==> src/design/tse_pkg.sv <==
// Shared constants, codes and types of the trigonometric and square-root evaluator.
`default_nettype none
package tse_pkg;

    localparam int FRAC_BITS  = 26;
    localparam int TOL_BITS   = 26;
    localparam int MAX_TERMS  = 32;
    localparam int MAX_NEWTON = 32;

    localparam int MAX_ITER = (MAX_TERMS > MAX_NEWTON) ? MAX_TERMS : MAX_NEWTON;
    localparam int CW       = $clog2(MAX_ITER + 1);
    localparam int KW       = $clog2(2 * MAX_TERMS + 2);
    localparam int DVW      = 2 * KW + 2;
    localparam int QW       = 32 + FRAC_BITS;
    localparam int XW       = 63 - FRAC_BITS;
    localparam int QCW      = $clog2(QW + 1);

    localparam logic [63:0] HALF  = 64'd1 << (FRAC_BITS - 1);
    localparam logic [QW-1:0] POS_Q = QW'(32'h7FFF_FFFF);
    localparam logic [QW-1:0] NEG_Q = QW'(32'h8000_0000);

    localparam logic [2:0] KIND_SIN  = 3'd0;
    localparam logic [2:0] KIND_COS  = 3'd1;
    localparam logic [2:0] KIND_TAN  = 3'd2;
    localparam logic [2:0] KIND_COT  = 3'd3;
    localparam logic [2:0] KIND_SQRT = 3'd4;

    localparam logic [1:0] ST_OK    = 2'd0;
    localparam logic [1:0] ST_UNDEF = 2'd1;
    localparam logic [1:0] ST_SAT   = 2'd2;

    localparam logic CFG_TERM_TOL = 1'b0;
    localparam logic CFG_ROOT_TOL = 1'b1;

    localparam logic [30:0] TERM_TOL_RESET = 31'd1;
    localparam logic [26:0] ROOT_TOL_RESET = 27'd67109;

    typedef struct packed {
        logic          start;
        logic [QW-1:0] num;
        logic [31:0]   den;
    } t_div_req;

    typedef struct packed {
        logic          busy;
        logic          done;
        logic [QW-1:0] quo;
    } t_div_rsp;

    function automatic logic [DVW-1:0] d_of(input logic [KW-1:0] k);
        logic [DVW-1:0] a;
        logic [DVW-1:0] b;
        begin
            a = DVW'(k) + DVW'(1);
            b = DVW'(k) + DVW'(2);
            d_of = a * b;
        end
    endfunction

endpackage
`default_nettype wire

==> src/design/tse_mul.sv <==
// Shared 32 by 32 unsigned multiplier with a registered product.
`default_nettype none
module tse_mul
    import tse_pkg::*;
(
    input  wire logic        i_clk,
    input  wire logic [31:0] i_a,
    input  wire logic [31:0] i_b,
    output logic      [63:0] o_p
);

    logic [63:0] r_p;

    always_ff @(posedge i_clk) begin
        r_p <= 64'(i_a) * 64'(i_b);
    end

    assign o_p = r_p;

endmodule
`default_nettype wire

==> src/design/tse_div.sv <==
// Shared restoring divider that produces one quotient bit per cycle.
`default_nettype none
module tse_div
    import tse_pkg::*;
(
    input  wire logic     i_clk,
    input  wire logic     i_rst_n,
    input  wire t_div_req i_req,
    output t_div_rsp      o_rsp
);

    logic [31:0]    r_rem;
    logic [QW-1:0]  r_quo;
    logic [31:0]    r_den;
    logic [QCW-1:0] r_cnt;
    logic           r_busy;
    logic           r_done;
    logic [32:0]    shifted;
    logic           fits;

    assign shifted = {r_rem, r_quo[QW-1]};
    assign fits    = shifted >= {1'b0, r_den};

    always_ff @(posedge i_clk) begin
        if (!i_rst_n) begin
            r_busy <= 1'b0;
            r_done <= 1'b0;
            r_cnt  <= '0;
        end else begin
            r_done <= 1'b0;
            if (i_req.start) begin
                r_quo  <= i_req.num;
                r_rem  <= '0;
                r_den  <= i_req.den;
                r_cnt  <= QCW'(QW);
                r_busy <= 1'b1;
            end else if (r_busy) begin
                r_rem <= fits ? 32'(shifted - {1'b0, r_den}) : shifted[31:0];
                r_quo <= {r_quo[QW-2:0], fits};
                r_cnt <= r_cnt - QCW'(1);
                if (r_cnt == QCW'(1)) begin
                    r_busy <= 1'b0;
                    r_done <= 1'b1;
                end
            end
        end
    end

    assign o_rsp.busy = r_busy;
    assign o_rsp.done = r_done;
    assign o_rsp.quo  = r_quo;

endmodule
`default_nettype wire

==> src/design/trig_and_sqrt_evaluator.sv <==
// Top level: sequencer that evaluates sine, cosine, tangent, cotangent and square root.
//
// An input transaction carries a kind and a signed Q5.26 operand; one output
// transaction returns the value and a status for each input. Configuration
// writes set the term tolerance (index 0) and the root tolerance (index 1)
// and are accepted only while the sequencer is idle.
// Each series term runs through the sequencing states and two passes of the
// shared 32 by 32 multiplier, then through the shared one-bit-per-cycle
// divider. Sine or cosine thus take one series after squaring the operand,
// tangent and cotangent two series plus a quotient. A square root takes one
// squaring on the multiplier and one division per Newton step.
// The input side is not ready while an item is in work or while a
// configuration write is offered. A finished result waits in the output
// register; the next item is taken meanwhile, and the sequencer holds its
// next result until the receiver takes the current one.
// Synchronous reset empties the output register, returns the sequencer to
// idle and restores the reset tolerances.
`default_nettype none
module trig_and_sqrt_evaluator
    import tse_pkg::*;
(
    input  wire logic        i_clk,
    input  wire logic        i_rst_n,
    input  wire logic        i_in_valid,
    output logic             o_in_ready,
    input  wire logic [2:0]  i_kind,
    input  wire logic [31:0] i_operand,
    output logic             o_out_valid,
    input  wire logic        i_out_ready,
    output logic      [31:0] o_value,
    output logic      [1:0]  o_status,
    input  wire logic        i_cfg_valid,
    output logic             o_cfg_ready,
    input  wire logic        i_cfg_index,
    input  wire logic [31:0] i_cfg_data
);

    localparam logic [4:0] S_IDLE     = 5'd0;
    localparam logic [4:0] S_XSQ_MUL  = 5'd1;
    localparam logic [4:0] S_XSQ      = 5'd2;
    localparam logic [4:0] S_SER_INIT = 5'd3;
    localparam logic [4:0] S_SER_TEST = 5'd4;
    localparam logic [4:0] S_SER_M1   = 5'd5;
    localparam logic [4:0] S_SER_M2   = 5'd6;
    localparam logic [4:0] S_SER_DIV  = 5'd7;
    localparam logic [4:0] S_SER_END  = 5'd8;
    localparam logic [4:0] S_Q_START  = 5'd9;
    localparam logic [4:0] S_Q_DIV    = 5'd10;
    localparam logic [4:0] S_SQ_INIT  = 5'd11;
    localparam logic [4:0] S_SQ_TOL   = 5'd12;
    localparam logic [4:0] S_SQ_MUL   = 5'd13;
    localparam logic [4:0] S_SQ_TEST  = 5'd14;
    localparam logic [4:0] S_SQ_DIV   = 5'd15;
    localparam logic [4:0] S_DONE     = 5'd16;

    logic [4:0]    r_state;
    logic [2:0]    r_kind;
    logic [31:0]   r_x;
    logic          r_cos;
    logic          r_sat;
    logic          r_undef;
    logic [XW-1:0] r_xsq;
    logic [31:0]   r_mag;
    logic          r_neg;
    logic [KW-1:0] r_k;
    logic [CW-1:0] r_cnt;
    logic [31:0]   r_sum;
    logic [31:0]   r_s;
    logic [63:0]   r_lo;
    logic [31:0]   r_t;
    logic [63:0]   r_rtx;
    logic [31:0]   r_res;
    logic [30:0]   r_term_tol;
    logic [26:0]   r_root_tol;
    logic          r_out_valid;
    logic [31:0]   r_out_value;
    logic [1:0]    r_out_status;

    logic [31:0]    mul_a;
    logic [31:0]    mul_b;
    logic [63:0]    mul_p;
    t_div_req       div_req;
    t_div_rsp       div_rsp;

    logic [31:0]    ax;
    logic [DVW-1:0] d_val;
    logic [33:0]    sum_ext;
    logic [33:0]    mag_ext;
    logic [33:0]    sum_acc;
    logic [31:0]    sum_clamped;
    logic           sum_over;
    logic           ser_more;
    logic [63:0]    ser_m;
    logic [QW-1:0]  ser_num;
    logic [QW-1:0]  ser_lim;
    logic [31:0]    q_numer;
    logic [31:0]    q_denom;
    logic [31:0]    q_ua;
    logic [31:0]    q_ub;
    logic           q_neg;
    logic [QW-1:0]  q_lim;
    logic [QW-1:0]  q_num;
    logic [31:0]    q_mag;
    logic [XW-1:0]  sq;
    logic [XW-1:0]  ux_ext;
    logic [XW-1:0]  err;
    logic           sq_stop;
    logic [QW:0]    nt_sum;
    logic [QW-1:0]  nt;
    logic           out_free;

    tse_mul u_mul (
        .i_clk (i_clk),
        .i_a   (mul_a),
        .i_b   (mul_b),
        .o_p   (mul_p)
    );

    tse_div u_div (
        .i_clk   (i_clk),
        .i_rst_n (i_rst_n),
        .i_req   (div_req),
        .o_rsp   (div_rsp)
    );

    assign ax    = r_x[31] ? (~r_x + 32'd1) : r_x;
    assign d_val = d_of(r_k);

    assign sum_ext = {{2{r_sum[31]}}, r_sum};
    assign mag_ext = {2'b00, r_mag};
    assign sum_acc = r_neg ? (sum_ext - mag_ext) : (sum_ext + mag_ext);

    always_comb begin
        sum_over    = 1'b0;
        sum_clamped = sum_acc[31:0];
        if ($signed(sum_acc) > $signed(34'h0_7FFF_FFFF)) begin
            sum_over    = 1'b1;
            sum_clamped = 32'h7FFF_FFFF;
        end else if ($signed(sum_acc) < $signed(34'h3_8000_0000)) begin
            sum_over    = 1'b1;
            sum_clamped = 32'h8000_0000;
        end
    end

    assign ser_more = (r_cnt < CW'(MAX_TERMS)) && (r_mag > {1'b0, r_term_tol});
    assign ser_m    = (mul_p << (32 - FRAC_BITS)) + ((r_lo + HALF) >> FRAC_BITS);
    assign ser_num  = QW'(ser_m + (64'(d_val) >> 1));
    assign ser_lim  = r_neg ? POS_Q : NEG_Q;

    assign q_numer = (r_kind == KIND_TAN) ? r_s : r_sum;
    assign q_denom = (r_kind == KIND_TAN) ? r_sum : r_s;
    assign q_ua    = q_numer[31] ? (~q_numer + 32'd1) : q_numer;
    assign q_ub    = q_denom[31] ? (~q_denom + 32'd1) : q_denom;
    assign q_neg   = q_numer[31] ^ q_denom[31];
    assign q_lim   = q_neg ? NEG_Q : POS_Q;
    assign q_num   = (QW'(q_ua) << FRAC_BITS) + QW'(q_ub >> 1);
    assign q_mag   = (div_rsp.quo > q_lim) ? q_lim[31:0] : div_rsp.quo[31:0];

    assign sq      = XW'((mul_p + HALF) >> FRAC_BITS);
    assign ux_ext  = XW'(r_x);
    assign err     = (sq > ux_ext) ? (sq - ux_ext) : (ux_ext - sq);
    assign sq_stop = ((64'(err) << TOL_BITS) <= r_rtx) || (r_cnt >= CW'(MAX_NEWTON));
    assign nt_sum  = (QW+1)'(r_t) + {1'b0, div_rsp.quo} + (QW+1)'(1);
    assign nt      = nt_sum[QW:1];

    always_comb begin
        mul_a = '0;
        mul_b = '0;
        unique case (r_state)
            S_XSQ_MUL: begin
                mul_a = ax;
                mul_b = ax;
            end
            S_SER_TEST: begin
                mul_a = r_mag;
                mul_b = r_xsq[31:0];
            end
            S_SER_M1: begin
                mul_a = r_mag;
                mul_b = 32'(r_xsq[XW-1:32]);
            end
            S_SQ_INIT: begin
                mul_a = 32'(r_root_tol);
                mul_b = r_x;
            end
            S_SQ_MUL: begin
                mul_a = r_t;
                mul_b = r_t;
            end
            default: begin
                mul_a = '0;
                mul_b = '0;
            end
        endcase
    end

    always_comb begin
        div_req = '0;
        unique case (r_state)
            S_SER_M2: begin
                div_req.start = 1'b1;
                div_req.num   = ser_num;
                div_req.den   = 32'(d_val);
            end
            S_Q_START: begin
                div_req.start = (q_denom != 32'd0);
                div_req.num   = q_num;
                div_req.den   = q_ub;
            end
            S_SQ_TEST: begin
                div_req.start = !sq_stop;
                div_req.num   = QW'(r_x) << FRAC_BITS;
                div_req.den   = r_t;
            end
            default: div_req = '0;
        endcase
    end

    assign out_free = !r_out_valid || i_out_ready;

    always_ff @(posedge i_clk) begin
        if (!i_rst_n) begin
            r_state     <= S_IDLE;
            r_out_valid <= 1'b0;
            r_cnt       <= '0;
            r_term_tol  <= TERM_TOL_RESET;
            r_root_tol  <= ROOT_TOL_RESET;
        end else begin
            if (i_cfg_valid && o_cfg_ready) begin
                unique case (i_cfg_index)
                    CFG_TERM_TOL: r_term_tol <= i_cfg_data[30:0];
                    CFG_ROOT_TOL: r_root_tol <= i_cfg_data[26:0];
                    default:      r_term_tol <= r_term_tol;
                endcase
            end
            if (r_out_valid && i_out_ready && (r_state != S_DONE)) begin
                r_out_valid <= 1'b0;
            end
            unique case (r_state)
                S_IDLE: begin
                    if (i_in_valid && o_in_ready) begin
                        r_kind  <= i_kind;
                        r_x     <= i_operand;
                        r_cos   <= (i_kind == KIND_COS);
                        r_sat   <= 1'b0;
                        r_undef <= 1'b0;
                        r_res   <= '0;
                        if (i_kind == KIND_SIN || i_kind == KIND_COS ||
                            i_kind == KIND_TAN || i_kind == KIND_COT) begin
                            r_state <= S_XSQ_MUL;
                        end else if (i_kind == KIND_SQRT) begin
                            if (i_operand[31]) begin
                                r_undef <= 1'b1;
                                r_state <= S_DONE;
                            end else if (i_operand == 32'd0) begin
                                r_state <= S_DONE;
                            end else begin
                                r_state <= S_SQ_INIT;
                            end
                        end else begin
                            r_undef <= 1'b1;
                            r_state <= S_DONE;
                        end
                    end
                end
                S_XSQ_MUL: r_state <= S_XSQ;
                S_XSQ: begin
                    r_xsq   <= XW'((mul_p + HALF) >> FRAC_BITS);
                    r_state <= S_SER_INIT;
                end
                S_SER_INIT: begin
                    if (r_cos) begin
                        r_mag <= 32'd1 << FRAC_BITS;
                        r_neg <= 1'b0;
                        r_k   <= '0;
                    end else begin
                        r_mag <= ax;
                        r_neg <= r_x[31];
                        r_k   <= KW'(1);
                    end
                    r_sum   <= '0;
                    r_cnt   <= '0;
                    r_state <= S_SER_TEST;
                end
                S_SER_TEST: begin
                    if (ser_more) begin
                        r_sum   <= sum_clamped;
                        r_sat   <= r_sat | sum_over;
                        r_state <= S_SER_M1;
                    end else begin
                        r_state <= S_SER_END;
                    end
                end
                S_SER_M1: begin
                    r_lo    <= mul_p;
                    r_state <= S_SER_M2;
                end
                S_SER_M2: r_state <= S_SER_DIV;
                S_SER_DIV: begin
                    if (div_rsp.done) begin
                        if (div_rsp.quo > ser_lim) begin
                            r_mag <= ser_lim[31:0];
                            r_sat <= 1'b1;
                        end else begin
                            r_mag <= div_rsp.quo[31:0];
                        end
                        r_neg   <= !r_neg;
                        r_k     <= r_k + KW'(2);
                        r_cnt   <= r_cnt + CW'(1);
                        r_state <= S_SER_TEST;
                    end
                end
                S_SER_END: begin
                    if (r_kind == KIND_SIN || r_kind == KIND_COS) begin
                        r_res   <= r_sum;
                        r_state <= S_DONE;
                    end else if (!r_cos) begin
                        r_s     <= r_sum;
                        r_cos   <= 1'b1;
                        r_state <= S_SER_INIT;
                    end else begin
                        r_state <= S_Q_START;
                    end
                end
                S_Q_START: begin
                    if (q_denom == 32'd0) begin
                        r_undef <= 1'b1;
                        r_state <= S_DONE;
                    end else begin
                        r_state <= S_Q_DIV;
                    end
                end
                S_Q_DIV: begin
                    if (div_rsp.done) begin
                        r_res   <= q_neg ? (~q_mag + 32'd1) : q_mag;
                        r_sat   <= r_sat | (div_rsp.quo > q_lim);
                        r_state <= S_DONE;
                    end
                end
                S_SQ_INIT: begin
                    r_t     <= r_x;
                    r_cnt   <= '0;
                    r_state <= S_SQ_TOL;
                end
                S_SQ_TOL: begin
                    r_rtx   <= mul_p;
                    r_state <= S_SQ_MUL;
                end
                S_SQ_MUL: r_state <= S_SQ_TEST;
                S_SQ_TEST: begin
                    if (sq_stop) begin
                        r_res   <= r_t;
                        r_state <= S_DONE;
                    end else begin
                        r_state <= S_SQ_DIV;
                    end
                end
                S_SQ_DIV: begin
                    if (div_rsp.done) begin
                        if (nt > POS_Q) begin
                            r_t   <= 32'h7FFF_FFFF;
                            r_sat <= 1'b1;
                        end else begin
                            r_t <= nt[31:0];
                        end
                        r_cnt   <= r_cnt + CW'(1);
                        r_state <= S_SQ_MUL;
                    end
                end
                S_DONE: begin
                    if (out_free) begin
                        r_out_valid  <= 1'b1;
                        r_out_value  <= r_undef ? 32'd0 : r_res;
                        r_out_status <= r_undef ? ST_UNDEF : (r_sat ? ST_SAT : ST_OK);
                        r_state      <= S_IDLE;
                    end
                end
                default: r_state <= S_IDLE;
            endcase
        end
    end

    assign o_in_ready  = (r_state == S_IDLE) && !i_cfg_valid;
    assign o_out_valid = r_out_valid;
    assign o_value     = r_out_value;
    assign o_status    = r_out_status;
    assign o_cfg_ready = (r_state == S_IDLE);

`ifndef SYNTHESIS
    a_idle_div_free: assert property (@(posedge i_clk) disable iff (!i_rst_n)
        o_in_ready |-> !div_rsp.busy)
        else $error("Divider busy while the evaluator is idle.");

    a_start_when_free: assert property (@(posedge i_clk) disable iff (!i_rst_n)
        div_req.start |-> !div_rsp.busy)
        else $error("Divider started while a division is in progress.");

    a_undef_zero: assert property (@(posedge i_clk) disable iff (!i_rst_n)
        (o_out_valid && o_status == ST_UNDEF) |-> (o_value == 32'd0))
        else $error("Undefined result carries a nonzero value.");

    a_count_bound: assert property (@(posedge i_clk) disable iff (!i_rst_n)
        r_cnt <= CW'(MAX_ITER))
        else $error("Iteration count exceeds its bound.");
`endif

endmodule
`default_nettype wire
==> config.mk <==
export PLATFORM = sky130hd
export DESIGN_NAME = trig_and_sqrt_evaluator
export DESIGN_NICKNAME = d
export VERILOG_FILES = /design/src/design/tse_pkg.sv /design/src/design/tse_mul.sv /design/src/design/tse_div.sv /design/src/design/trig_and_sqrt_evaluator.sv
export SDC_FILE = /design/constraint.sdc
export NUM_CORES = 2
export LEC_CHECK = 0
export BUFFER_PORTS_ARGS = -buffer_cell sky130_fd_sc_hd__buf_2
export CAP_MARGIN = 10
export CORE_ASPECT_RATIO = 1.75
export CORE_MARGIN = 2
export CORE_UTILIZATION = 25
export CTS_CLUSTER_DIAMETER = 40
export DETAILED_ROUTE_END_ITERATION = 6
export GPL_TIMING_DRIVEN = 0
export PLACE_DENSITY = 0.48
export SLEW_MARGIN = 30
export SYNTH_ARGS = -nofsm -noshare
export SYNTH_HDL_FRONTEND = slang
export SYNTH_SLANG_ARGS = --single-unit
==> constraint.sdc <==
create_clock -name i_clk -period 15.4 [get_ports i_clk]
set_input_delay 0 -clock i_clk [delete_from_list [all_inputs] [get_ports i_clk]]
set_output_delay 0 -clock i_clk [all_outputs]
set_load 0.05 [all_outputs]
After elaboration in Yosys (flattened, before gate mapping)
Cells that the tools add are included.
Widths: inputs -> output; s select.

word-level totals
  register bits = 669
  input bits = 73
  output and inout port bits = 37
  word-level logic and storage cells = 254

operators by class
  add/subtract/negate cells = 21
  multiply operators = 2
  $lt $le $gt $ge = 11
  equal/unequal tests = 37
  muxes and demuxes = 86
  bitwise logic cells = 12
  reductions and logical operators = 55

operators by type and width
  kind                    number
  $mux 32                 23
  $pmux 91 s3             1
  $pmux 32 s4             2
  $pmux 32 s2             3
  $pmux 32 s5             1
  $add 32x1->32 const B   4
  $not 32->32             4
  $gt 58x32->1            2
  $mux 58                 2
  $pmux 5 s17             1
  $add 64x26->64 const B  1
  $le 63x64->1            1
  $logic_not 32->1        2
  $mul 32x32->64          1
  $add 63x26->63 const B  1
  $mux 5                  12
  $add 32x58->59          1
  $add 59x1->59 const B   1
  $add 58x15->58          1
  $add 58x31->58          1
  $add 58x38->58          1
  $gt 58x31->1 const B    1
  $eq 5x4->1 const B      8
  $gt 37x32->1            1
  other kinds (59)        148

Logic depth before layout (Yosys ltp)
  depth in word-level cells = 11
  gate-level depth with buffers = 39
  mapped depth without buffers = 37

Modules after synthesis
A second synthesis with hierarchy kept.

second synthesis, totals
  cell total of the unflattened synthesis = 9,234
  area total of the unflattened synthesis = 83,916.7 um^2

modules (own cells, without submodules)
  module                   instances  cells an instance  area each (um^2)  seq. area each (um^2)
  trig_and_sqrt_evaluator  1          4,823              42,024.1          12,812.3
  tse_mul                  1          3,797              34,757.1          1,281.2
  tse_div                  1          614                7,135.6           3,823.7

Worst setup path before layout
OpenSTA, ideal clock, no wires.

  path kind = reg-to-reg
  start point = register r_x[3]
  end point = register u_mul.r_p[62] (netlist: u_mul.o_p[62])
  library setup time = 0.146 ns
  arrival time = 10.507 ns
  required time = 15.254 ns
  path slack = 4.747 ns
  stages on the path, launching flop included = 36
  path buffers = 3
  period minus slack after synthesis = 10.653 ns
  cell sequence = edfxtp_1 > clkbuf_1 > nor4_1 > nand3_1 > or2_2 > or3_1 > or4_1 > o41ai_1 > xnor2_1 > o21ai_1 > a221oi_1 > clkbuf_1 > nor2_1 > fa_1 > fa_1 > fa_1 > inv_1 > fa_1 > inv_1 > fa_1 > fa_1 > fa_1 > inv_1 > fa_1 > inv_1 > ha_1 > clkbuf_1 > and4_1 > and3_1 > nor3b_1 > o211ai_1 > a31oi_1 > a2bb2oi_1 > a41oi_1 > o31ai_1 > o311ai_0

on the way
  longest elaborated chain between the ends = 5
  elaborated cells on any way between the ends = 6
  those cells by class = 1 x add/sub; 1 x mul; 3 x mux; 1 x bitwise

ends and longest elaborated chain
  what                                               RTL line                        text
  from (decl)                                        trig_and_sqrt_evaluator.sv:58   logic [31:0] r_x;
  from (signal assigned)                             trig_and_sqrt_evaluator.sv:243  r_x <= i_operand;
  $not 32->32                                        trig_and_sqrt_evaluator.sv:126  assign ax = r_x[31] ? (~r_x + 32'd1) : r_x;
  $add 32x1->32                                      trig_and_sqrt_evaluator.sv:126
  $mux 32                                            trig_and_sqrt_evaluator.sv:126
  $pmux 32 s5 / $pmux 32 s4 (equally long branches)  trig_and_sqrt_evaluator.sv:169  unique case (r_state)
  $mul 32x32->64 *                                   tse_mul.sv:15                   r_p <= 64'(i_a) * 64'(i_b);
  to (signal assigned)                               tse_mul.sv:15
  to (decl)                                          tse_mul.sv:12                   logic [63:0] r_p;

Mark *: on every way between the ends. The rest lies on a longest branch, timed or not.
A chain may end at the register's enable or synchronous reset.

Final worst setup path
  start point = register r_x[13]
  end point = register u_mul.r_p[62] (netlist: u_mul.o_p[62])

The elaborated chain is that of the path after synthesis.

==> impl_metrics.yaml <==
outcome:
  status: "finished, violations left"
  violations: "DRC"
floorplanning:
  die_h_microns: 766
  die_width_microns: 439
  pin_count: 110
  std_cell_rows: 279
  start_util_pct: 25.1
  fp.coreArea_sq_mm: 0.330
  dieArea_sq_mm: 0.337
routing:
  drtAntennaViolNets: 0
  route.detailed.drc: 2
  drtIter0Drc: 6609
  num_vias: 76100
  firstDrtPassIters: 7
  wl_mm: 477
  wl_per_cell_microns: 33.5
  vias_per_cell: 5.34
cts:
  cts_root_buf: "clkbuf_16"
  cts.sinks: 644
  clock_latency_ps: 790
  cts_buffers: 113
  clockBufferDepth: 3
  path_clk_slew_ps: 60
  cts_tree: "built"
  htree_levels: 3
setup_path:
  crit_cells: 35
  cp_common_cell: "fa_1"
  criticalPathCategory: "reg -> reg"
  rr_worst_depth: 35
  start_kind: "register"
  cp_data_required_time_ps: 15920
  path_buf_inv: 7
  cp-end-kind: "register"
  crit_family: "adder cells"
  crit_start: "r_x[13]"
  cp.arrival_ps: 15680
  slowest_delay_ps: 1040
  path_max_fanout: 10
  rr_startpoint: "r_x[13]"
  crit_slowest_cell: "fa_1"
timing:
  hold_viol: 0
  fin_worst_skew_ps: 99.7
  setup_viol: 0
  fmax_ghz: 0.0659
  finalMaxSlewViolations: 0
  min_period_ps: 15160
  slew_headroom_pct: 25.8
  fin_crit_sh_pct: 98.5
  worstMarginPinSlew_ps: 1110
  layout_setup_ws_ps: 236
  rsz0062_at_grt: "false"
finish:
  layout-drive-gt1-share_pct: 8.18
  fill_cells: 35500
  final_area_sq_mm: 0.0967
  final_nets: 11400
  utilization_pct: 29.3
  synthToLayoutAreaGrowth_pct: 16.6
placement:
  pre_cts_slack_ps: -421
  portBuffers: 107
  place_area_sq_mm: 0.0913
  hpwlAfterDp_mm: 396
  gp_congestion: 1.05
grt:
  grt_pass1_wl_mm: 643
  grt_util_all_layers_pct: 27.9
  grt_max_degree: 39
  grt_pass1_vias: 78400
  antenna_found_initial: 54
  grt_remaining_overflow: 0
logic_synthesis:
  syn-num-nets: 11000
  syn_inst: 9325
  synth-warning-count: 0
  synth-seq-cells: 644
  ys_types: 107
  synthArstFlopShare_pct: 0
  syn_area_per_cell_sq_um: 8.89
  synth_edf_count: 502
  yosys.area.top_type: "fa_1"
  synthFlopType: "edfxtp_1"
  yosysSeqAreaShare_pct: 21.6
  synth_top_area_share_pct: 22.9
  ys_top_cells_by_area: "fa_1 (23%), edfxtp_1 (18%), ha_1 (10%)"
  synth_area_sq_mm: 0.0829
flow_run:
  drv_cap: 0
hold_path:
  worstHoldPathCells: 2
  hold_class: "in -> reg"
  holdCritStartpoint: "i_operand[7]"
power_and_ir_drop:
  p_leak_nw: 41.9
  power_mw: 9.53
  p_per_area_mw_per_mm2: 98.6
  peakVddDrop_v: 0.000104
==> metal layers <==
metal | share of wire [%] | GRT usage [%] | vias up
met5 | 0.017 | 0 | -
met3 | 5.9 | 5.19 | 1793
met1 | 31 | 26.2 | 38000
met4 | 15 | 33.0 | 14
met2 | 48 | 47.3 | 3890
li1 | - | - | 32300
==> power by group <==
| part | switching [mW] | total [mW] | internal [mW] |
|---|---|---|---|
| registers | 0.359 | 2.46 | 2.10 |
| clock network | 1.12 | 2.70 | 1.59 |
| logic | 3.15 | 4.36 | 1.22 |
| total | 4.62 | 9.53 | 4.90 |
==> state kept, by name, indices dropped and copies added (netlist names), 37 cells and up <==
signal       count
r_rtx           64
u_mul.o_p       64
u_div.r_quo     58
r_lo            39
r_xsq           37
==> path summary, 6_finish.rpt <==
kind	endpoint	slack [ps]
worst max-delay path	u_mul.o_p[62]	240
worst min-delay path	r_x[7]	30
worst max register to register	u_mul.o_p[62]	240
worst min register to register	r_term_tol[27]	460
==> synthesized netlist by cell type (all sizes together) (22+ instances only) <==
| master | count |
|---|---|
| or3 | 49 |
| a22o | 41 |
| clkbuf | 396 |
| xor2 | 158 |
| and3 | 69 |
| edfxtp | 502 |
| a211oi | 40 |
| and2 | 36 |
| a21o | 200 |
| and4 | 29 |
| nor2 | 1087 |
| a31oi | 46 |
| inv | 1333 |
| nand4 | 94 |
| buf | 55 |
| o21a | 60 |
| a221oi | 87 |
| or4 | 31 |
| nor4 | 61 |
| o21ai | 309 |
| a21boi | 82 |
| nand3 | 148 |
| dfxtp | 142 |
| nor2b | 105 |
| a22oi | 41 |
| mux2i | 116 |
| o22ai | 22 |
| fa | 948 |
| or2 | 29 |
| o211ai | 41 |
| o21bai | 54 |
| nand2 | 911 |
| ha | 679 |
| nor3 | 141 |
| xnor2 | 301 |
| o31ai | 47 |
| a21oi | 435 |
| nand2b | 48 |
| a221o | 108 |
==> through the flow <==
step / instances / setup TNS, ps / hold slack [ps]
5_1_grt: 14200 / 0 / 31.2
6_report: 14200 / 0 / 29.6
3_3_place_gp: 13800 / -99030 / 221
3_5_place_dp: 13900 / -788 / 217
2_1_floorplan: 9325 / 0 / 98.9
4_1_cts: 14200 / 0 / 1.88
==> cell type report <==
type	count	area (sq um)	area share [%]
multi-input combinational	6896	59300	61.4
sequential	644	17900	18.5
tap	4355	5450	5.64
inverter	1334	5010	5.18
clock buffer	123	2930	3.03
timing repair buffer	308	2920	3.02
buffer	450	1910	1.98
clock inverter	91	1100	1.14
antenna	45	113	0.116
==> cells in the final DEF, fill, tap and decap left out, types with 59 or more instances in the layout <==
cell type,netlist,routed
dfxtp_1,142,138
inv_1,1332,1331
nand4_1,93,93
o21a_1,60,59
nor3_1,140,137
and3_1,69,65
clkbuf_1,396,276
clkbuf_2,0,125
buf_2,34,146
clkbuf_16,0,115
nor2_1,1086,1080
a221o_1,108,108
ha_1,679,679
dlygate4sd3_1,0,101
a21o_1,200,200
nor2b_1,105,104
mux2i_1,116,115
nand3_1,147,147
xnor2_1,301,295
nand2_1,910,910
edfxtp_1,502,502
o21ai_0,299,291
a21oi_1,405,402
a21boi_0,82,82
xor2_1,158,156
fa_1,948,948
==> cells by family (layout without fill, tap and decap cells) <==
group / Yosys count / after routing / share of synthesized area [%]
multiplexers: 132 / 132 / 1.62
other: 2 / 47 / 0.00906
adder cells (fa/ha/maj): 1627 / 1627 / 33.1
flip-flops: 644 / 644 / 21.6
AO/OA/AOI/OAI: 1782 / 1782 / 14.8
buffers and inverters: 1785 / 2306 / 8.16
XOR/XNOR: 459 / 459 / 4.85
AND/OR/NAND/NOR: 2894 / 2894 / 15.8
==> what timing repair did <==
| action | in CTS | in global routing |
|---|---|---|
| resized for setup | 2 | 9 |
| hold buffers | 101 | 0 |
| buffers inserted | 0 | 0 |
| hold endpoints to repair | 106 | 0 |
| setup endpoints to repair | 4 | 3 |
| cloned | 0 | 0 |
Note: power is estimated with default switching activity, not from simulation.
